===== src/hw/rtl/cogu_ram.sv =====
// Generic single write port, single read port RAM with registered read data.
// Depends on nothing.
module cogu_ram #(
    parameter int WIDTH = 32,
    parameter int DEPTH = 64
) (
    input  logic                     clk,
    input  logic                     we,
    input  logic [$clog2(DEPTH)-1:0] waddr,
    input  logic [WIDTH-1:0]         wdata,
    input  logic [$clog2(DEPTH)-1:0] raddr,
    output logic [WIDTH-1:0]         rdata
);

    logic [WIDTH-1:0] mem [DEPTH];
    logic [WIDTH-1:0] rdata_reg;

    always_ff @(posedge clk)
    begin
        if (we)
        begin
            mem[waddr] <= wdata;
        end
        rdata_reg <= mem[raddr];
    end

    assign rdata = rdata_reg;

endmodule


===== config.mk =====
export PLATFORM = sky130hd
export DESIGN_NAME = cogu_ram
export DESIGN_NICKNAME = d
export VERILOG_FILES = /design/src/hw/rtl/cogu_ram.sv
export SDC_FILE = /design/constraint.sdc
export NUM_CORES = 2
export LEC_CHECK = 0
export BUFFER_PORTS_ARGS = -buffer_cell sky130_fd_sc_hd__buf_2
export CAP_MARGIN = 20
export CORE_UTILIZATION = 65
export CTS_CLUSTER_DIAMETER = 50
export DETAILED_ROUTE_END_ITERATION = 6
export PLACE_DENSITY = 0.82
export SYNTH_ARGS = -nofsm -noshare
export SYNTH_HDL_FRONTEND = slang
export SYNTH_SLANG_ARGS = --single-unit
export TNS_END_PERCENT = 20

===== constraint.sdc =====
create_clock -name clk -period 8.2 [get_ports clk]
set_clock_uncertainty 0.15 [all_clocks]
set_input_delay 1.64 -clock clk [delete_from_list [all_inputs] [get_ports clk]]
set_output_delay 1.64 -clock clk [all_outputs]
set_load 0.01 [all_outputs]

---- Yosys cells after proc, flatten, opt, wreduce, memory -nomap -nowiden ----
Memories as Yosys holds them, arrays and structs flattened. A register that Yosys moved wholly into a read port is not among the register bits.
Cells that the tools add are included.
cells by class
  muxes and demuxes ....................... 2
operators with widths
  kind    number
  $mux 1  2
storage, ports and cells
  register bits after elaboration ......... 0
  RAM bits ................................ 2,048
  input bits .............................. 46
  output and inout bits ................... 32
  logic and storage cells ................. 3
  memories ................................ 1
memories
  memory  depth  width  rd ports  clocked after memory_dff  write ports  line  source
  mem     64     32     1         1                         1            15    logic [WIDTH-1:0] mem [DEPTH];

---- Logic depth before layout (Yosys ltp) ----
  depth after elaboration ................. 2
  depth in mapped cells ................... 10
  mapped depth without buffers ............ 5

---- Worst setup path before layout ----
No wires, ideal clock.
  kind .................................... input port to flip-flop
  start ................................... input waddr[3]
  end ..................................... memory mem[48][0], enable pin
  library setup time ...................... 0.461 ns
  arrival time ............................ 4.339 ns
  data required time ...................... 7.589 ns
  slack ................................... 3.250 ns
  stages .................................. 4
  buffers on the path ..................... 1
  cell sequence ........................... clkbuf_1 nor2b_1 nand4b_1 nor3_1
RTL lines
  element             line  source
  start: declaration  9     input logic [$clog2(DEPTH)-1:0] waddr,
  end: declaration    15
No word-level cell before the write port.

==> impl_results.md <==
- Largest net degree at the start of global routing: 104
- Slowest stage delay, CP: between 0.8 and 0.9 ns
- Setup WS post-layout: 3.59 ns
- Netlist Area Pre-Place: approximately 79000 µm²
- Area fraction in compound gates after synthesis: 1.67%
- Starting Density: between 60% and 70%
- Main combinational cell family by area after synthesis: multiplexers
- RSZ-0062 raised after global routing: false
- DIE HEIGHT: 350 µm
- Port bufs: 77
- Reg clk slew, reported paths: approximately 0.060 ns
- Status: finished, final reports clean
- Num CTS Buffers: a little under 200
- Critical path's slowest cell: o32ai_1
- Delay-heaviest family, CP: buffers and inverters
- Slew Viols, Final: 0
- CP max FO: between 60 and 70
- PostCTS Resize Cnt: 0
- # DRC: 0
- Die Wd: ~350 µm
- Cells along the critical path: buf_8, buf_4, buf_4, mux2i_1, a22oi_1, and3_1, o32ai_1, nor3_1
- Most frequent cell after synthesis: edfxtp_1
- Post-synthesis xor/xnor area fraction: 0%
- Max-cap check violation count: 0
- Startpoint types: primary input
- Mux share of post-synthesis cell area: between 10% and 20%
- First-pass GRT wire length: between 300000 and 400000 µm
- Total clock sinks: approximately 2100
- Tcrit/Tclk final: a little under three fifths
- ANT nets after route: 0
- Netlist cell types: 34
- Normalized max-slew margin: 18.3%
- Syn Area/Cell: 23.6 µm²
- Top cell type's share of synthesized area: about four fifths
- Syn. warnings: 0
- Final Wtd Congestion: roughly 0.82
- Global Route Usage Sum: between 30% and 40%
- Critical path's most frequent cell: buf_4
- P per Cell Area: around 250 nW/µm²
- CTS tree: built
- Post-synth EDFFs: slightly above 2000
- Hold buffer count at cts: 0
- Slew at the pin closest to its max-slew limit: around 1.2 ns
- Synth top cells by count: edfxtp_1, mux4_2, nor2_1
- Post-synthesis sequential area ratio: 79.1%
- Area leader, netlist: edfxtp_1
- Die ar.: ~120000 µm²
- FILL cells: slightly above 6000
- Vias in the first global route: around 41000
- Grt total ovfl: 0
- Routed WL: around 220000 µm
- Nets@finish: between 3000 and 4000
- Area delta synth->final: 12.1%
- #FFs+latches synth: 2080
- Layout cells sized above 1: between 20% and 30%
- Initial antenna violation count: 17
- Initial DRT Pass Iterations: 6
- Max FFs per register: just over 2000
- Top cells by area, synth: edfxtp_1, mux4_2, mux2i_1
- Maximum clock frequency: about 220 MHz
- Aggregate negative setup slack: 0 ns
- Peak VDD IR: between 0.2 and 0.3 mV
- Root buf cell: clkbuf_16
- Core box area: ~120000 µm²
- Setup repair bufs after CTS: 0
- H-tree Lvls: 4
- Top FF cell, synth: edfxtp_1
- Row count: ~130
- Post-Synth Adder-Cell Area: 0%
- CTS Buffer Depth: 3
- Mapped Cells: about 3300
- Final Hold Fails: 0
- Mapped Nets: 3370
- CP Capture Type: register
- Worst EP required: between 8 and 9 ns
- HPWL Detailed: approximately 110000 µm
- CP Class: primary input to register
- 1st-iter DRT viols: about 7200
- Tmin final: roughly 4.6 ns
- # setup viols final: 0
- Clk_lat worst skew: about 0.82 ns
- CP arrival: just over 5 ns
- Setup WS pre-CTS: 2.93 ns
- Bufs and invs on worst path: 3
- Vias: about 40000
- DR WL/cell: 41.9 µm
- HP Class: register to register
- Leak: 27.5 nW
- Ports: 78
- Via density: 7.57
- Simple-gate share of the synthesized area: 1.27%
- Async SR Flop Fraction: 0%
worst reg2reg max path, stage by stage (launching register included):
cell and delay, ns:
edfxtp_1 0.39, mux4_2 0.50, mux4_2 0.51, o22ai_1 0.79, nor2_1 0.17
layout make-up:
class	count	area, µm²	share of cell area (%)
Clock buffer	256	5240	5.95
Clock inverter	106	938	1.07
Antenna cell	7	17.5	0.0199
Multi-Input combinational cell	1062	16000	18.1
Tap cell	1612	2020	2.29
Sequential cell	2080	62100	70.6
Timing Repair Buffer	198	1730	1.96
metal layers:
layer	global-route usage, %	up-vias	wire (µm)
li1	-	14700	-
met1	47.1	20500	68500
met2	58.6	4181	108000
met3	9.65	855	33000
met4	20.1	12	13400
met5	0	-	73
cells in the final DEF (no fill, tap or decap), types with 25 or more instances in the layout:
cell type and instances:
clkbuf_1 50, dfxtp_1 32, a21oi_1 62, buf_12 30, nor2_4 62, buf_2 73
mux4_2 544, clkbuf_16 197, clkinv_2 40, o22ai_1 84, edfxtp_1 2048, buf_4 90
mux2i_1 93, nand2_1 25, o221ai_1 27, clkinv_1 33, nor2_1 75
worst paths after layout:
path	startpoint	endpoint	slack [ns]	cells past startpoint
setup / recovery	raddr[0]	rdata[17]	3.59	8
hold / removal	mem[13][20]	rdata[20]	0.65	4
setup reg to reg	mem[24][1]	rdata[1]	5.53	4
hold reg to reg	mem[13][20]	rdata[20]	0.65	4
kinds of logic after synthesis:
| group | after synthesis |
|---|---|
| DFF | 2080 |
| muxes | 637 |
| AOI/OAI and AO/OA | 202 |
| buffers and inverters | 182 |
| and+or+nand+nor | 223 |
where the power goes:
part           total (W)  internal (W)  switching, W
Clock            0.00895       0.00492       0.00402
Combinational    0.00111      0.000403      0.000708
Sequential        0.0118        0.0118     0.0000531
Total             0.0219        0.0171       0.00478
per-stage QoR:
stage | hold WS, ns | cell area [µm²] | instances | utilization, % | power, W
4_1_cts | 0.649 | 87500 | 5288 | 73.1 | 0.0218
3_5_place_dp | 0.581 | 81300 | 4926 | 67.9 | 0.0131
5_1_grt | 0.708 | 88000 | 5317 | 73.5 | 0.0223
2_1_floorplan | 0.513 | 78500 | 3324 | - | 0.0126
6_report | 0.646 | 88100 | 5321 | 73.5 | 0.0219
3_3_place_gp | 0.575 | 81300 | 4926 | 67.9 | 0.0130
No activity file was read; power rests on OpenSTA's default activity.
