**src/hw/rtl/cogu_pkg.sv**
```systemverilog
// Shared types and constants for the coupled order Gibbs update block.
// Holds the request and response words, the register map and the codes.
// Depends on nothing; every other file but cogu_ram imports it.
package cogu_pkg;

    localparam logic [30:0] TOP_VALUE = 31'h7FFF_FFFF;
    localparam int          ADDR_W    = 3;

    typedef enum logic [1:0] {
        REQ_LOAD    = 2'd0,
        REQ_RESTART = 2'd1,
        REQ_PROPOSE = 2'd2,
        REQ_GAP     = 2'd3
    } req_code_t;

    typedef enum logic [1:0] {
        MS_SPRED = 2'd0,
        MS_SSUCC = 2'd1,
        MS_RPRED = 2'd2,
        MS_RSUCC = 2'd3
    } mat_code_t;

    typedef enum logic {
        REG_VERTEX_COUNT = 1'b0,
        REG_GAP_LIMIT    = 1'b1
    } reg_code_t;

    typedef struct packed {
        logic [1:0]  req_type;
        logic [5:0]  vertex;
        logic [1:0]  matrix_select;
        logic [63:0] row_bits;
        logic [30:0] proposal_value;
    } cogu_req_t;

    typedef struct packed {
        logic        low_accepted;
        logic        high_accepted;
        logic        coalesced;
        logic [30:0] max_gap;
    } cogu_rsp_t;

    typedef struct packed {
        logic [6:0]  vertex_count;
        logic [30:0] gap_limit;
    } cogu_cfg_t;

    typedef struct packed {
        logic lower;
        logic strict_hit;
        logic relaxed_hit;
    } cogu_nb_t;

endpackage

```
**src/hw/rtl/cogu_regs.sv**
```systemverilog
// APB-style configuration registers: vertex count and gap limit.
// Depends on cogu_pkg.
module cogu_regs (
    input  logic                       clk,
    input  logic                       rst_n,
    input  logic                       psel,
    input  logic                       penable,
    input  logic                       pwrite,
    input  logic [cogu_pkg::ADDR_W-1:0] paddr,
    input  logic [31:0]                pwdata,
    output logic [31:0]                prdata,
    output logic                       pready,
    output cogu_pkg::cogu_cfg_t        cfg
);
    import cogu_pkg::*;

    cogu_cfg_t cfg_reg;
    logic      wr;

    assign wr     = psel & penable & pwrite;
    assign pready = 1'b1;

    always_ff @(posedge clk or negedge rst_n)
    begin
        if (!rst_n)
        begin
            cfg_reg.vertex_count <= 7'd64;
            cfg_reg.gap_limit    <= TOP_VALUE;
        end
        else if (wr)
        begin
            if (paddr[2] == REG_VERTEX_COUNT)
            begin
                cfg_reg.vertex_count <= pwdata[6:0];
            end
            else
            begin
                cfg_reg.gap_limit <= pwdata[30:0];
            end
        end
    end

    always_comb
    begin
        if (paddr[2] == REG_VERTEX_COUNT)
        begin
            prdata = {25'd0, cfg_reg.vertex_count};
        end
        else
        begin
            prdata = {1'b0, cfg_reg.gap_limit};
        end
    end

    assign cfg = cfg_reg;

endmodule

```
**config.mk**
```make
export PLATFORM = sky130hd
export DESIGN_NAME = cogu_regs
export DESIGN_NICKNAME = d
export VERILOG_FILES = /design/src/hw/rtl/cogu_pkg.sv /design/src/hw/rtl/cogu_regs.sv
export SDC_FILE = /design/constraint.sdc
export NUM_CORES = 1
export LEC_CHECK = 0
export ABC_AREA = 1
export BUFFER_PORTS_ARGS = -buffer_cell sky130_fd_sc_hd__buf_4
export CAP_MARGIN = 5
export CELL_PAD_IN_SITES_DETAIL_PLACEMENT = 1
export CELL_PAD_IN_SITES_GLOBAL_PLACEMENT = 2
export CORE_MARGIN = 1
export CORE_UTILIZATION = 20
export DETAILED_ROUTE_END_ITERATION = 8
export GPL_TIMING_DRIVEN = 0
export MAX_ROUTING_LAYER = met4
export PLACE_DENSITY_LB_ADDON = 0.1
export RECOVER_POWER = 100
export SETUP_SLACK_MARGIN = 0.1
export SYNTH_ARGS = -nofsm -noshare
export SYNTH_HDL_FRONTEND = slang
export SYNTH_SLANG_ARGS = --single-unit
```
**constraint.sdc**
```tcl
create_clock -name clk -period 0.8 [get_ports clk]
set_input_delay 0.08 -clock clk [delete_from_list [all_inputs] [get_ports clk]]
set_output_delay 0.08 -clock clk [all_outputs]
set_load 0.005 [all_outputs]
```
# [Word-level counts from Yosys, hierarchy flattened]
# Cells that the tools add are included.
[word_totals] reg_bits=38
[op_classes] n_mux=1 n_reduce_logical=2 bitwise_logic=3
[ops] cell="$mux W31" count=1
[ops] cell="$reduce_and A2 Y1" count=2
[ops] cell="$and A1 B1 Y1" count=2
[ops] cell="$not A1 Y1" count=1

# [Logic depth before layout (Yosys ltp)]
[depth] depth_word=3 mapped_depth=6

# [Least setup slack after synthesis]
# No wires, ideal clock.
[synth_path] kind="input -> register" startpoint="input port paddr[2] in the netlist's numbering" endpoint="register cfg_reg, in the netlist cfg[31]" stages=5 n_path_buf=1 arrival_ps=688 setup_time_ps=118 setup_slack_ps=-6 t_required_ps=682 cell_sequence="buf_2 > inv_1 > nand4_1 > nand2_1 > nand2_1"
[synth_via] elab_chain_len=2
[synth_lines] item="from (decl)" line_no="cogu_regs.sv:9" source="input logic [cogu_pkg::ADDR_W-1:0] paddr,"
[synth_lines] item="$not A1 Y1 (no source line)"
[synth_lines] item="$reduce_and A2 Y1 (no source line)"
[synth_lines] item="to (decl)" line_no="cogu_regs.sv:17" source="cogu_cfg_t cfg_reg;"
# No other way between the ends.
# A chain may end at the register's enable or synchronous reset.

# [Final worst setup path]
[layout_path] startpoint="register cfg_reg, in the netlist cfg[15]" endpoint="output port prdata[15]"
[layout_via] elab_chain_len=1
[layout_lines] item="$mux W31" line_no="cogu_regs.sv:45" source="if (paddr[2] == REG_VERTEX_COUNT)"
[layout_lines] item="to (decl)" line_no="cogu_regs.sv:11" source="output logic [31:0] prdata,"
# No other way between the ends.

==> metrics.md <==
| Metric | Value |
|---|---|
| Met2 Wirelength | `3.31 mm` |
| Num CTS Buffers | `5` |
| VDD IR max | `0.762 mV` |
| Yosys cell types | `12` |
| Vias/cell | `4.11` |
| Row cnt | `34` |
| FF+latch count, synth | `38` |
| Synth Warn # | `0` |
| Max-slew violations | `0` |
| Initial Utilization | `0.211` |
| First-pass DRT Iterations | `6` |
| Area of the multi-input gates | `719 um^2` |
| Final setup viols | `75` |
| Core ar. | `8850 um^2` |
| Worst r2r src | `cfg[27]$_DFFE_PN1P_` |
| Layout fillers | `1095` |
| Post-layout util | `0.391` |
| CP top delay family | `flip-flops` |
| Final hold violation count | `6` |
| CTS tree | `built` |
| Failing checks | `hold timing, setup timing` |
| Via count | `2062` |
| Final WL | `6.77 mm` |
| Max-slew headroom | `0.307` |
| Post-synth top flop | `dfstp_2` |
| Asr flop ratio synth | `1.00` |
| Min Hold Slack | `-0.0347 ns` |
| Chip height | `98.5 um` |
| GRT Total Usage | `0.148` |
| Leak pwr | `1.92 nW` |
| Cell Pwr Density | `2000 nW/um^2` |
| CP Buf/Inv Count | `2` |
| Die X | `98.5 um` |
| IO Count | `111` |
| Crit. End Element | `primary output` |
| Cells after Synth | `246` |
| Final WS setup | `-0.357 ns` |
| Placer congestion estimate | `0.655` |
| Area growth, synth to finish | `85.7%` |
| Port buffer count | `104` |
| Htree depth | `2` |
| Worst-Margin Slew | `1.04 ns` |
| Wl on met1 | `3.03 mm` |
| Root buffer selected by CTS | `clkbuf_8` |
| Slowest CP cell | `dfstp_2` |
| Initial DRC Count | `43` |
| WS Path Type | `flip-flop to primary output` |
| Worst Path Arrival | `1.08 ns` |
| Peak Freq | `864 MHz` |
| Worst Clk Skew | `0 ns` |
| Die area | `9710 um^2` |
| Synth area leader | `dfstp_2` |
| Final nets | `433` |
| Register area | `991 um^2` |
| Pin count of the biggest net entering global routing | `39` |
| Worst-Skew Late Latency | `0.29 ns` |
| Synth Net Count | `286` |
| Critical path cell sequence | `nand2_1 -> inv_1 -> buf_4` |
| Post-Syn Area per Cell | `7.57 um^2` |
| Top cell type's share of synthesized area | `0.451` |
| Total power | `6.93 mW` |
| Most frequent cell after synthesis | `nand2_1` |
| Clock buffer depth | `2` |
| Number of antenna diodes | `0` |
| Crit-path max cell delay | `0.57 ns` |
| Vias in the first global route | `2042` |
| Post-Syn Area | `1860 um^2` |
| Worst reg2reg path depth | `4` |
| Worst min path class | `input port to async pin` |
| Final period utilization | `1.45` |
| Crit path launch type | `flip-flop` |
| Worst EP required | `0.72 ns` |
| Post-synth EDFFs | `0` |
| Clock-pin slew on the worst setup and hold paths | `0.08 ns` |
| Min Tclk post-route | `1.16 ns` |
| Initial antenna violation count | `0` |
| Seq/Total Area, Yosys | `0.532` |
| Status | `complete, but fails checks` |
| CP max FO | `3` |
| Share of layout cells above drive strength 1 | `0.546` |
| Residual DRC | `0` |
| DR WL/cell | `13.5 um` |
| Max FFs per register | `38` |
| Worst reg2reg setup slack | `-0.08 ns` |
| Dominant cells by area after synthesis | `dfstp_2 45%, nand2_1 25%, nand3_1 10%, dfrtp_1 8.1%, inv_1 5.2%` |
| Met3 wire len | `350 um` |
| MaxCap Viol Count | `0` |
| Highest Signal Layer | `met4` |
| Sink Count | `38` |
| Setup repair after global routing missed its margin | `true` |
| List of most frequent post-synthesis cells | `122 x nand2_1, 38 x nand3_1, 32 x dfstp_2, 26 x inv_1, 10 x buf_2` |
| First-pass GRT wire length | `10.7 mm` |
| RR Endpoint | `cfg[27]$_DFFE_PN1P_` |
| Final HPWL DP | `4.51 mm` |
| Gr ovfl total | `0` |
| Post-route ant nets | `0` |
per-stage QoR:
step	worst slack, ns	cell area (um^2)	TNS (ns)	cells
global placement	-0.169	2790	-4.78	458
detailed placement	-0.188	2790	-5.41	458
global route	-0.421	3460	-24.18	502
CTS	-0.383	3090	-19.95	477
finish	-0.357	3460	-20.53	502
floorplan	0.0724	1880	0	246
how the worst max path moves through the flow:
| stage | cells after the start | startpoint | to |
|---|---|---|---|
| after floorplan | 2 | cfg[0]$_DFFE_PN1P_ | prdata[0] |
| after global placement | 5 | paddr[2] | prdata[0] |
| after detailed placement | 5 | paddr[2] | prdata[0] |
| after CTS | 3 | cfg[0]$_DFFE_PN1P_ | prdata[0] |
| after global routing | 3 | cfg[23]$_DFFE_PN1P_ | prdata[23] |
| final | 3 | cfg[15]$_DFFE_PN1P_ | prdata[15] |
layout make-up:
cell class	count	area share
repair buffers	140	0.382
flip-flops and latches	38	0.286
multi-input cells	165	0.208
well taps	108	0.0391
plain buffers	17	0.0325
inverters	26	0.0289
clock buffers	8	0.0231
cell usage in the layout, fill, tap and decap left out:
| cell | netlist | routed |
|---|---|---|
| nand2_1 | 122 | 103 |
| buf_6 | 2 | 74 |
| buf_4 | 3 | 68 |
| nand3_1 | 38 | 38 |
| dfstp_2 | 32 | 29 |
| nand2_2 | 0 | 19 |
| inv_1 | 26 | 18 |
| buf_2 | 10 | 9 |
| inv_2 | 0 | 7 |
| dfrtp_1 | 6 | 6 |
| clkbuf_1 | 2 | 5 |
| clkbuf_8 | 0 | 5 |
| dfstp_1 | 0 | 3 |
| nand4_1 | 2 | 2 |
| conb_1 | 2 | 2 |
| buf_8 | 0 | 1 |
| inv_4 | 0 | 1 |
| nor2_1 | 1 | 1 |
| dlygate4sd3_1 | 0 | 1 |
| clkbuf_2 | 0 | 1 |
| clkbuf_4 | 0 | 1 |
timing repair:
item	4_1_cts	5_1_grt
pin swaps	2	10
buffers inserted	11	25
gates resized for setup	37	62
hold endpoints to repair	6	7
setup endpoints to repair	101	106
per-layer routing:
layer | vias up | track usage
li1 | 1029 | -
met1 | 970 | 0.186
met2 | 57 | 0.244
met3 | 6 | 0.0298
met4 | 0 | 0.0379
met5 | - | -
worst reg2reg max path: cells and delay by family, from the launching register on:
kind | cells | cell delay, ns
AND/OR/NAND/NOR | 2 | 0.11
flip-flops | 1 | 0.54
buffers and inverters | 2 | 0.18
cell families (layout without fill, tap and decap cells):
group	after synthesis	in the layout	share of synthesized area
AND/OR/NAND/NOR	163	163	0.357
buffers and inverters	43	191	0.107
flip-flops	38	38	0.532
other	2	2	0.00403
power breakdown:
part | total [mW] | leakage, nW | switching [mW] | internal [mW]
logic | 2.77 | 1.48 | 0.957 | 1.81
clock network | 1.31 | 0.0395 | 0.690 | 0.621
registers | 2.85 | 0.410 | 0.343 | 2.50
No activity file was read; power rests on OpenSTA's default activity.
