[src/hw/rtl/cogu_pkg.sv]
// Shared types and constants for the coupled order Gibbs update block.
// Holds the request and response words, the register map and the codes.
// Depends on nothing; every other file but cogu_ram imports it.
package cogu_pkg;

    localparam logic [30:0] TOP_VALUE = 31'h7FFF_FFFF;
    localparam int          ADDR_W    = 3;

    typedef enum logic [1:0] {
        REQ_LOAD    = 2'd0,
        REQ_RESTART = 2'd1,
        REQ_PROPOSE = 2'd2,
        REQ_GAP     = 2'd3
    } req_code_t;

    typedef enum logic [1:0] {
        MS_SPRED = 2'd0,
        MS_SSUCC = 2'd1,
        MS_RPRED = 2'd2,
        MS_RSUCC = 2'd3
    } mat_code_t;

    typedef enum logic {
        REG_VERTEX_COUNT = 1'b0,
        REG_GAP_LIMIT    = 1'b1
    } reg_code_t;

    typedef struct packed {
        logic [1:0]  req_type;
        logic [5:0]  vertex;
        logic [1:0]  matrix_select;
        logic [63:0] row_bits;
        logic [30:0] proposal_value;
    } cogu_req_t;

    typedef struct packed {
        logic        low_accepted;
        logic        high_accepted;
        logic        coalesced;
        logic [30:0] max_gap;
    } cogu_rsp_t;

    typedef struct packed {
        logic [6:0]  vertex_count;
        logic [30:0] gap_limit;
    } cogu_cfg_t;

    typedef struct packed {
        logic lower;
        logic strict_hit;
        logic relaxed_hit;
    } cogu_nb_t;

endpackage

[src/hw/rtl/cogu_check.sv]
// Order and gap check of one neighbor against a proposed value in one chain.
// Depends on cogu_pkg.
module cogu_check (
    input  cogu_pkg::cogu_nb_t nb,
    input  logic [30:0]        nb_value,
    input  logic [30:0]        prop,
    input  logic [30:0]        limit,
    output logic               fail
);
    import cogu_pkg::*;

    logic [31:0] diff;
    logic        strict_bad;
    logic        relaxed_bad;

    always_comb
    begin
        if (nb.lower)
        begin
            diff       = {1'b0, nb_value} - {1'b0, prop};
            strict_bad = prop < nb_value;
        end
        else
        begin
            diff       = {1'b0, prop} - {1'b0, nb_value};
            strict_bad = nb_value < prop;
        end
        relaxed_bad = !diff[31] && (diff[30:0] > limit);
        fail = (nb.strict_hit && strict_bad) || (nb.relaxed_hit && relaxed_bad);
    end

endmodule

[config.mk]
export PLATFORM = sky130hd
export DESIGN_NAME = cogu_check
export DESIGN_NICKNAME = d
export VERILOG_FILES = /design/src/hw/rtl/cogu_pkg.sv /design/src/hw/rtl/cogu_check.sv
export SDC_FILE = /design/constraint.sdc
export NUM_CORES = 1
export LEC_CHECK = 0
export BUFFER_PORTS_ARGS = -buffer_cell sky130_fd_sc_hd__buf_2
export CORE_ASPECT_RATIO = 0.6
export CORE_MARGIN = 8
export CORE_UTILIZATION = 63
export DETAILED_ROUTE_END_ITERATION = 6
export GPL_ROUTABILITY_DRIVEN = 0
export PLACE_DENSITY = 0.93
export REMOVE_ABC_BUFFERS = 1
export SLEW_MARGIN = 15
export SYNTH_ARGS = -nofsm -noshare
export SYNTH_HDL_FRONTEND = slang
export SYNTH_SLANG_ARGS = --single-unit
[constraint.sdc]
create_clock -name vclk -period 11
set_input_delay 0.55 -clock vclk [all_inputs]
set_output_delay 0.55 -clock vclk [all_outputs]
set_load 0.01 [all_outputs]
# Yosys cells after proc, flatten, opt, wreduce, memory -nomap -nowiden
# Index checks and enable logic that the tools add are counted.
[totals]
ff_bits = 0
input_bits = 96
output_inout_bits = 1
[op_classes]
addsub = 2
magnitude_cmp = 3
mux = 2
n_reduce_logical = 5
[ops]
columns = ["cell", "count"]
rows = [
  ["$sub 31x31->32", 2],
  ["$lt 31x31->1", 2],
  ["$mux 32", 1],
  ["$gt 31x31->1", 1],
  ["$logic_and 1x1->1", 3],
  ["$logic_not 1->1", 1],
  ["$logic_or 1x1->1", 1],
  ["$mux 1", 1],
]

# Longest topological paths before layout
# Gate-level depths: netlist of run 1.
[depth]
ltp_word = 6
ltp_mapped = 19
ltp_nobuf = 19

# Worst setup path after synthesis of run 1
# Ideal clock, no wire load.
[synth_timing]
path_type = "input to output"
startpoint = "input prop[0]"
endpoint = "output fail"
t_arrival_ps = 4272
t_required_ps = 10450
path_slack_ps = 6178
path_stages = 19
n_path_buf = 0
cell_sequence = "inv_1 -> ha_1 -> inv_1 -> fa_1 -> a21o_1 -> a221o_1 -> o2111ai_2 -> nand2_2 -> a211oi_1 -> o31ai_1 -> xor2_1 -> ha_1 -> nand4_1 -> or3_1 -> o31ai_1 -> a31oi_1 -> o21ai_0 -> nor4_1 -> or4_1"
[synth_via]
elab_chain_cells = 6
elab_cells_between_ends = 12
classes_between = "add/sub (2); order compare (3); mux (2); reduce/logical (5)"
[synth_lines]
columns = ["item", "line_no", "source"]
rows = [
  ["start: declaration", "cogu_check.sv:6", "input logic [30:0] prop,"],
  ["$sub 31x31->32 (on tied branches)", "cogu_check.sv:25, cogu_check.sv:20", ""],
  ["$mux 32", "cogu_check.sv:18", "if (nb.lower)"],
  ["$gt 31x31->1 / $logic_not 1->1 (equally long branches)", "cogu_check.sv:28", "relaxed_bad = !diff[31] && (diff[30:0] > limit);"],
  ["$logic_and 1x1->1", "cogu_check.sv:28", ""],
  ["$logic_and 1x1->1", "cogu_check.sv:29", "fail = (nb.strict_hit && strict_bad) || (nb.relaxed_hit && relaxed_bad);"],
  ["$logic_or 1x1->1 *", "cogu_check.sv:29", ""],
  ["end: declaration", "cogu_check.sv:8", "output logic fail"],
]
# Mark *: on every way between the ends. The rest lies on a longest branch, timed or not.

# Final worst setup path of run 1
[layout_timing]
startpoint = "input nb_value[13]"
endpoint = "output fail"
[layout_via]
elab_chain_cells = 6
elab_cells_between_ends = 12
classes_between = "add/sub (2); order compare (3); mux (2); reduce/logical (5)"
[layout_lines]
columns = ["item", "line_no", "source"]
rows = [
  ["start: declaration", "cogu_check.sv:5", "input logic [30:0] nb_value,"],
  ["$sub 31x31->32 (on tied branches)", "cogu_check.sv:25, cogu_check.sv:20", ""],
  ["$mux 32", "cogu_check.sv:18", ""],
  ["$gt 31x31->1 / $logic_not 1->1 (equally long branches)", "cogu_check.sv:28", ""],
  ["$logic_and 1x1->1", "cogu_check.sv:28", ""],
  ["$logic_and 1x1->1", "cogu_check.sv:29", ""],
  ["$logic_or 1x1->1 *", "cogu_check.sv:29", ""],
]
# Marks and branches as above.

==> flow_summary_export.csv, run 1 <==
group,metric,value,unit
status,status,"finished, violations left",
status,violations,"DRC",
routing,wl_per_cell,18.74,um
grt,grt_overflow,0,
floorplanning,ios,97,
synthesis,synth-compound-area-share,35.68,%
floorplanning,dieArea,0.009991,mm^2
cts,cts-resized-gates,0,
floorplanning,start_util,65.53,%
timing,fin_crit_sh,51.40,%
synthesis,synth_cells,665,
routing,dr.pass1.iters,7,
cells_and_area,seq_area,0,um^2
routing,drc,1,
power,p_comb_share,100.0,%
cts,post_cts_buffers,0,
synthesis,synth_warnings,0,
cells_and_area,diodes,0,
critical_path,worst_ep_arrival_time,5.10,ns
cells_and_area,layout-drive-gt1-share,15.44,%
synthesis,synth_top_area_share,26.48,%
power,p_leak,2.618,nW
floorplanning,die_width,123.8,um
cells_and_area,fillers,567,
synthesis,synthTopCellsByArea,"ha_1 26%, a21oi_1 10%, inv_1 8.9%, o21ai_0 5.0%, nand2_1 4.0%",
synthesis,synth-adder-area-share,27.39,%
synthesis,avgSynthCellArea,6.608,um^2
synthesis,syn-cell-area,0.004394,mm^2
cells_and_area,final_cell_mix,"104 x inv_1, 97 x buf_2, 93 x ha_1",
timing,fin_ws,5.346,ns
cells_and_area,seq_cell_count,0,
floorplanning,dieHeight,80.69,um
grt,grt_max_degree,34,
power,p_int,119.8,uW
critical_path,worst_setup_path_start_kind,"input pin",
power,p_clk_share,0,%
routing,drtIter0Drc,979,
power,p_switching,190.0,uW
critical_path,endpoint_kind,"output pin",
critical_path,criticalPathCategory,"in2out",
cells_and_area,nets,925,
synthesis,yosysTopAreaCell,"ha_1",
power,switching_share,61.33,%
synthesis,yosys.area_share.simple,16.94,%
routing,num_vias,5452,
power,power.share.sequential,0,%
routing,antenna_left,0,
synthesis,synth_xor_area_share,5.780,%
synthesis,yosysSeqAreaShare,0,%
timing,max_freq,0.1769,GHz
synthesis,synthMuxAreaShare,2.164,%
timing,period_needed,5.654,ns
placement,dp_hpwl,13110,um
grt,grt_pass1_vias,5269,
run,maxCapViolCount,0,
floorplanning,row_count,23,
hold_path,hold_path_class,"in2out",
floorplanning,core_area,0.006705,mm^2
timing,hold_viol_final,0,
critical_path,crit_fanout,9,
grt,antenna_found_initial,0,
timing,timing.final.max_slew_violations,0,
placement,pre_cts_ws,5.513,ns
synthesis,synth_top_family_by_area,"compound AO/OA/AOI/OAI gates",
cells_and_area,layout_commonest_cell,"inv_1",
routing,routed_via_density,6.657,
grt,grt_pass1_wl,24580,um
grt,grtUsageTotal,29.61,%
synthesis,synthDistinctLibCells,62,
cells_and_area,syn_to_final_growth,10.36,%
timing,tightest_slew,0.9058,ns
routing,drt-total-wl,15350,um
timing,relSlewSlack,39.06,%
timing,setup-violations-final,0,
timing,tns,0,ns
timing,rsz0062_at_grt,"no",
power,p_per_area,63.88,mW/mm^2
placement,portBuffers,97,
cells_and_area,nClkBuffers,0,
critical_path,required,10.45,ns
power,peakVddDrop,0.03431,mV
cts,ctsHoldBuffers,0,
## final timing paths
path | startpoint | to | depth (start not counted) | slack [ns]
max | nb_value[13] | fail | 19 | 5.35
min | nb[1] | fail | 4 | 1.65
## routing by layer
layer	vias up	wire length, um	GRT usage [%]
li1	2501	-	-
met1	2406	6067	40.18
met2	472	6034	44.79
met3	73	2880	8.887
met4	0	367	6.332
met5	-	0	0
## cell type report
| type | instances | area, um^2 | share of cell area, % |
|---|---|---|---|
| Multi-Input combinational cell | 531 | 3865 | 79.70 |
| Inverter | 104 | 390.4 | 8.050 |
| Tap cell | 87 | 108.9 | 2.245 |
| Timing Repair Buffer | 97 | 485.5 | 10.01 |
## critical path, stage by stage
cell and delay, ns:
buf_2 0.09, inv_1 0.04, ha_1 0.44, a21oi_1 0.38, o21ai_0 0.18, a21oi_1 0.25
o221ai_1 0.21, a2111oi_0 0.57, a31oi_1 0.12, xor2_1 0.21, ha_1 0.33, nand4_1 0.13
or3_1 0.37, a211o_1 0.27, a31oi_1 0.16, o21ai_0 0.11, nor4_1 0.36, or4_1 0.20
buf_2 0.13
## logic make-up after synthesis
logic type | after synthesis
AO/OA/AOI/OAI | 246
AND/OR/NAND/NOR | 152
buffers and inverters | 134
adder cells (fa/ha/maj) | 95
XOR/XNOR | 29
multiplexers | 9
## through the flow
step / area [um^2] / cells / util [%] / total power [mW] / hold WS (ns)
2_1_floorplan: 4255 / 635 / - / 0.1998 / 1.380
3_3_place_gp: 4850 / 819 / 72.33 / 0.2729 / 1.585
3_5_place_dp: 4850 / 819 / 72.33 / 0.2912 / 1.645
4_1_cts: 4850 / 819 / 72.33 / 0.2929 / 1.645
5_1_grt: 4850 / 819 / 72.33 / 0.3328 / 1.697
6_report: 4850 / 819 / 72.33 / 0.3098 / 1.653
## power groups by stage
stage,Sequential (mW),Clock [mW],Combinational (mW)
after floorplan,0,0,0.200
after detailed placement,0,0,0.291
after CTS,0,0,0.293
after global placement,0,0,0.273
final,0,0,0.310
after global routing,0,0,0.333
## cell usage after synthesis, types with 3 or more instances
library cell    n
mux2_2          4
xnor2_1        14
ha_1           93
nor3_1          7
o21ai_0        44
a31oi_1         8
a211oi_1       12
o21ai_1         4
o31ai_1         6
nand3_1         9
and4_1          4
nand2_1        47
inv_1         104
a21oi_1        88
or2_2           5
o31a_1          3
o211ai_1        5
buf_2          15
or3_1           5
nand4_1        15
nand2b_1        5
nor2_1         36
clkbuf_1       12
a211o_1         6
mux2i_1         5
a221oi_1        3
a21o_1         22
o21bai_1        8
o21a_1          8
a2111oi_0       4
nor2b_1         3
xor2_1         15
and2_1          5
Power figures use the tool's default switching activity.
==> run 2: changes to the inputs <==
--- a/config.mk
+++ b/config.mk
@@ -5,13 +5,14 @@
 export SDC_FILE = /design/constraint.sdc
 export NUM_CORES = 1
 export LEC_CHECK = 0
+export ABC_AREA = 1
 export BUFFER_PORTS_ARGS = -buffer_cell sky130_fd_sc_hd__buf_2
 export CORE_ASPECT_RATIO = 0.6
 export CORE_MARGIN = 8
-export CORE_UTILIZATION = 63
+export CORE_UTILIZATION = 55
 export DETAILED_ROUTE_END_ITERATION = 6
 export GPL_ROUTABILITY_DRIVEN = 0
-export PLACE_DENSITY = 0.93
+export PLACE_DENSITY = 0.83
 export REMOVE_ABC_BUFFERS = 1
 export SLEW_MARGIN = 15
 export SYNTH_ARGS = -nofsm -noshare
==> constraint.sdc (replaced) <==
create_clock -name vclk -period 4.6
set_input_delay 0.23 -clock vclk [all_inputs]
set_output_delay 0.23 -clock vclk [all_outputs]
set_load 0.01 [all_outputs]
==> run 2 against run 1 <==
Effect of this change: the run now ends clean; highest routed layer unchanged; final cell count up 76%; routed wire length up 23%; die area up 43%.
==> flow_summary_export.csv, run 2 <==
group,metric,value,unit
grt,grt_max_degree,28,
hold_path,hold_path_class,"in2out",
cells_and_area,seq_cell_count,0,
floorplanning,dieArea,0.01432,mm^2
synthesis,synth_cells,1213,
grt,grt.met1_usage,37.65,%
cells_and_area,multi_input_area,0.004611,mm^2
synthesis,synth_most_common_cell,"nand2_1",
grt,met3_usage,8.216,%
synthesis,synth.cells.most_frequent,"549 x nand2_1, 316 x inv_1, 93 x ha_1",
grt,grt-busiest-layer,"met1",
placement,postPlaceCellArea,0.006475,mm^2
synthesis,synth_warnings,0,
synthesis,synthTopCellsByArea,"nand2_1 35%, inv_1 20%, ha_1 20%, nand3_1 5.1%, a21oi_1 4.2%",
cells_and_area,seq_area,0,um^2
routing,dr.pass1.iters,6,
floorplanning,core_area,0.01049,mm^2
timing,max_freq,0.2779,GHz
floorplanning,ios,97,
timing,fin_crit_sh,78.24,%
routing,drtIter0Drc,910,
grt,grt_overflow,0,
cells_and_area,nets,1495,
synthesis,yosysTopAreaCell,"nand2_1",
timing,setup-violations-final,0,
routing,routed_via_density,5.065,
floorplanning,dieHeight,95.95,um
synthesis,yosysSeqAreaShare,0,%
cells_and_area,nClkBuffers,0,
timing,relSlewSlack,60.18,%
timing,hold_viol_final,0,
power,p_leak,4.547,nW
placement,portBuffers,97,
grt,grtUsageTotal,25.59,%
hold_path,hold_start,"nb[0]",
timing,tns,0,ns
run,maxCapViolCount,0,
cts,post_cts_buffers,0,
synthesis,syn-cell-area,0.005859,mm^2
timing,tightest_slew,0.5972,ns
routing,antenna_left,0,
grt,grt_pass1_vias,6516,
critical_path,max_stage_delay,0.42,ns
timing,timing.final.max_slew_violations,0,
critical_path,endpoint_kind,"output pin",
grt,grt_pass1_wl,30390,um
cells_and_area,syn_to_final_growth,10.51,%
grt,use_met2,35.49,%
timing,rsz0062_at_grt,"no",
routing,drt-total-wl,18860,um
grt,antenna_found_initial,0,
cts,ctsHoldBuffers,0,
power,peakVddDrop,0.06530,mV
routing,num_vias,7298,
critical_path,crit_path_frequent_cell,"nand2_1",
cells_and_area,layout_commonest_cell,"nand2_1",
cts,cts-resized-gates,0,
critical_path,worst_setup_path_start_kind,"input pin",
critical_path,worst_ep_arrival_time,3.37,ns
floorplanning,row_count,29,
synthesis,synth_top_area_share,35.17,%
routing,drc,0,
routing,wl_per_cell,13.09,um
status,status,"complete, no violations",
cells_and_area,final_area,0.006475,mm^2
timing,period_needed,3.599,ns
critical_path,required,4.37,ns
power,p_per_area,132.2,mW/mm^2
hold_path,min_path_cells,6,
cells_and_area,final_cell_mix,"549 x nand2_1, 316 x inv_1, 97 x buf_2",
hold_path,hold_path_end,"fail",
critical_path,criticalPathCategory,"in2out",
cells_and_area,diodes,0,
synthesis,avgSynthCellArea,4.830,um^2
floorplanning,die_width,149.3,um
synthesis,synthDistinctLibCells,27,
cells_and_area,fillers,1106,
critical_path,crit_fanout,5,
floorplanning,start_util,55.88,%
cells_and_area,layout-drive-gt1-share,10.29,%
placement,dp_hpwl,16710,um
critical_path,crit_slowest_cell,"fa_1",
## run 2: changes by cell type in the layout (fill, tap and decap cells not counted), moves of 8 or more
| cell | delta |
|---|---|
| inv_1 | +212 |
| a21oi_1 | -39 |
| o21bai_1 | -8 |
| a211oi_1 | -12 |
| nand2_1 | +502 |
| o21ai_0 | -35 |
| a21o_1 | -21 |
| nand3_1 | +51 |
| nor2_2 | +16 |
| nand2_2 | +8 |
## run 2: report_power, final
| part | internal, mW | switching [mW] |
|---|---|---|
| logic | 0.291 | 0.565 |
| clock network | 0 | 0 |
| registers | 0 | 0 |
## run 2: how the worst max path moves through the flow
stage / start / end / slack (ns) / depth (start not counted)
floorplan: nb_value[0] / fail / 1.74 / 27
global placement: nb_value[0] / fail / 1.15 / 28
detailed placement: nb_value[0] / fail / 1.04 / 29
CTS: nb_value[0] / fail / 1.02 / 29
global route: nb_value[0] / fail / 0.65 / 29
finish: nb_value[0] / fail / 1.00 / 29
## run 2: metal layers
metal,wire (um),vias to the layer above
li1,-,3744
met1,8866,3072
met3,3192,33
met5,0,-
met4,231,0
met2,6570,449
## run 2: cells by family (layout without fill, tap and decap cells)
family	count (synthesis)	in the layout	share of synthesized area (%)
XOR/XNOR	15	15	2.242
AO/OA/AOI/OAI	62	62	5.445
adder cells (fa/ha/maj)	95	95	20.54
multiplexers	2	2	0.3417
buffers and inverters	328	417	21.31
AND/OR/NAND/NOR	711	711	50.12
## run 2: layout make-up
class | count | share of cell area [%]
well taps | 139 | 2.686
multi-input cells | 885 | 71.21
repair buffers | 98 | 7.614
inverters | 319 | 18.49
## run 2: per-stage QoR
stage,power (mW),worst slack [ns],cells,util (%),hold WS [ns]
final,0.8559,1.001,1441,61.75,0.8867
after global routing,0.9567,0.6542,1441,61.75,0.9374
after CTS,0.8240,1.021,1441,61.75,0.8941
after detailed placement,0.8199,1.037,1441,61.75,0.8909
after global placement,0.8021,1.147,1441,61.75,0.8998
after floorplan,0.5801,1.738,1204,-,0.5949
## run 2: critical path, delay by kind of cell
family | cells | cell delay (ns)
simple gates | 20 | 1.80
buf+inv | 6 | 0.46
fa+ha+maj | 3 | 0.86
==> run 3: changes to the inputs <==
--- a/config.mk
+++ b/config.mk
@@ -9,10 +9,10 @@
 export BUFFER_PORTS_ARGS = -buffer_cell sky130_fd_sc_hd__buf_2
 export CORE_ASPECT_RATIO = 0.6
 export CORE_MARGIN = 8
-export CORE_UTILIZATION = 55
+export CORE_UTILIZATION = 61
 export DETAILED_ROUTE_END_ITERATION = 6
 export GPL_ROUTABILITY_DRIVEN = 0
-export PLACE_DENSITY = 0.83
+export PLACE_DENSITY = 0.87
 export REMOVE_ABC_BUFFERS = 1
 export SLEW_MARGIN = 15
 export SYNTH_ARGS = -nofsm -noshare
==> constraint.sdc (replaced) <==
create_clock -name vclk -period 3.6
set_input_delay 0.18 -clock vclk [all_inputs]
set_output_delay 0.18 -clock vclk [all_outputs]
set_load 0.01 [all_outputs]
==> run 3 against run 2 <==
Effect of this change: the run now ends with DRC left; combinational power up 32%; non-clock buffer count up 3; worst setup slack lost 0.83 ns; die area is 8.5% lower; sequential share of layout area unchanged; via count rose by 1.1%; sequential cell count is the same; final cell count fell by 0.42%; global-route usage grew 1.5 points; critical endpoint unchanged.
==> flow_summary_export.csv, run 3 (synthesis gave the netlist of run 2 again) <==
group,metric,value,unit
cells_and_area,nets,1498,
cells_and_area,diodes,0,
placement,dp_hpwl,16320,um
routing,drt-total-wl,18790,um
hold_path,hold_path_end,"fail",
floorplanning,die_width,142.5,um
grt,antenna_found_initial,0,
floorplanning,dieArea,0.01310,mm^2
power,p_per_area,170.4,mW/mm^2
critical_path,crit_fanout,5,
placement,dp_cells,1434,
power,p_comb_share,100.0,%
timing,hold_viol_final,0,
cells_and_area,layout_commonest_cell,"nand2_1",
cells_and_area,final_cell_mix,"544 x nand2_1, 315 x inv_1, 96 x buf_2",
floorplanning,ios,97,
floorplanning,core_area,0.009256,mm^2
grt,grt_pass1_wl,29730,um
cells_and_area,seq_cell_count,0,
critical_path,criticalPathCategory,"in2out",
power,power.share.sequential,0,%
power,peakVddDrop,0.08454,mV
timing,fin_ws,0.1724,ns
grt,grtUsageTotal,27.13,%
timing,period_needed,3.428,ns
routing,routed_via_density,5.141,
grt,grt_pass1_vias,6440,
grt,grt_overflow,0,
timing,setup-violations-final,0,
timing,max_freq,0.2918,GHz
floorplanning,row_count,27,
routing,wl_per_cell,13.09,um
cells_and_area,seq_area,0,um^2
cells_and_area,final_util,71.44,%
cells_and_area,stdcell_count,1435,
critical_path,endpoint_kind,"output pin",
routing,antenna_left,0,
routing,drtIter0Drc,997,
timing,fin_crit_sh,95.21,%
power,fin_total_pwr,1.127,mW
timing,relSlewSlack,55.33,%
timing,holdWs,0.7547,ns
routing,drc,2,
hold_path,min_path_cells,4,
status,violations,"DRC",
run,maxCapViolCount,0,
placement,portBuffers,97,
routing,dr.pass1.iters,7,
cts,ctsHoldBuffers,0,
cells_and_area,multi_input_area,0.004731,mm^2
hold_path,hold_start,"nb[1]",
floorplanning,dieHeight,91.92,um
cells_and_area,syn_to_final_growth,12.85,%
placement,pre_cts_ws,0.1349,ns
floorplanning,start_util,63.30,%
cells_and_area,fillers,905,
critical_path,worst_setup_path_start_kind,"input pin",
power,p_leak,4.549,nW
grt,grt_max_degree,27,
power,switching_share,65.34,%
power,p_clk_share,0,%
power,p_int,390.5,uW
cells_and_area,layout-drive-gt1-share,13.03,%
critical_path,required,3.42,ns
critical_path,worst_ep_arrival_time,3.25,ns
power,p_switching,736.3,uW
cells_and_area,nClkBuffers,0,
hold_path,hold_path_class,"in2out",
timing,tightest_slew,0.6693,ns
routing,num_vias,7377,
timing,timing.final.max_slew_violations,0,
status,status,"finished, violations left",
[run 3: cell type report]
| type | count | area share (%) |
|---|---|---|
| repair buffers | 101 | 7.890 |
| well taps | 130 | 2.460 |
| multi-input cells | 885 | 71.54 |
| inverters | 319 | 18.11 |
[run 3: critical path, stage by stage]
cell and delay, ns:
buf_2 0.09, inv_1 0.04, ha_1 0.41, nand2_1 0.15
nor2_1 0.22, nand2_1 0.10, inv_1 0.08, nand2_1 0.05
nand3_1 0.11, nand2_1 0.08, nand3_1 0.13, nand3_1 0.10
nand2_1 0.12, inv_1 0.05, ha_1 0.26, nand2_1 0.06
nor2_2 0.12, nand4_1 0.19, nor3_2 0.24, nand2_1 0.07
nand2_1 0.05, nand2_1 0.04, inv_1 0.05, nand2_1 0.04
nand2_1 0.08, buf_6 0.10
[run 3: layer usage]
layer  track usage, %  share of wire (%)  up-vias
met5                0                  0        -
met4            2.551               0.88        0
met3            10.76                 18       26
met2            36.51                 36      516
met1            40.00                 46     3088
li1                 -                  -     3747
[run 3: power groups by stage]
stage | sequential [mW] | combinational (mW) | clock (mW)
2_1_floorplan | 0 | 0.741 | 0
3_3_place_gp | 0 | 1.03 | 0
3_5_place_dp | 0 | 1.04 | 0
4_1_cts | 0 | 1.05 | 0
5_1_grt | 0 | 1.25 | 0
6_report | 0 | 1.13 | 0
[run 3: timing repair]
| action | CTS | global route |
|---|---|---|
| hold endpoints to repair | 0 | 0 |
| setup endpoints to repair | 0 | 1 |
| setup buffers | 0 | 1 |
| gates resized for setup | 0 | 39 |
[run 3: through the flow]
stage / TNS (ns) / area [um^2]
floorplan: 0 / 5808
global placement: 0 / 6479
detailed placement: 0 / 6479
CTS: 0 / 6479
global route: -0.002748 / 6613
finish: 0 / 6613
[run 3: worst max-delay path by stage]
| stage | startpoint | endpoint | depth (start not counted) |
|---|---|---|---|
| final | nb_value[5] | fail | 26 |
| after global routing | nb_value[0] | fail | 29 |
| after CTS | nb_value[0] | fail | 28 |
| after detailed placement | nb_value[0] | fail | 28 |
| after global placement | nb_value[0] | fail | 28 |
| after floorplan | nb_value[0] | fail | 27 |
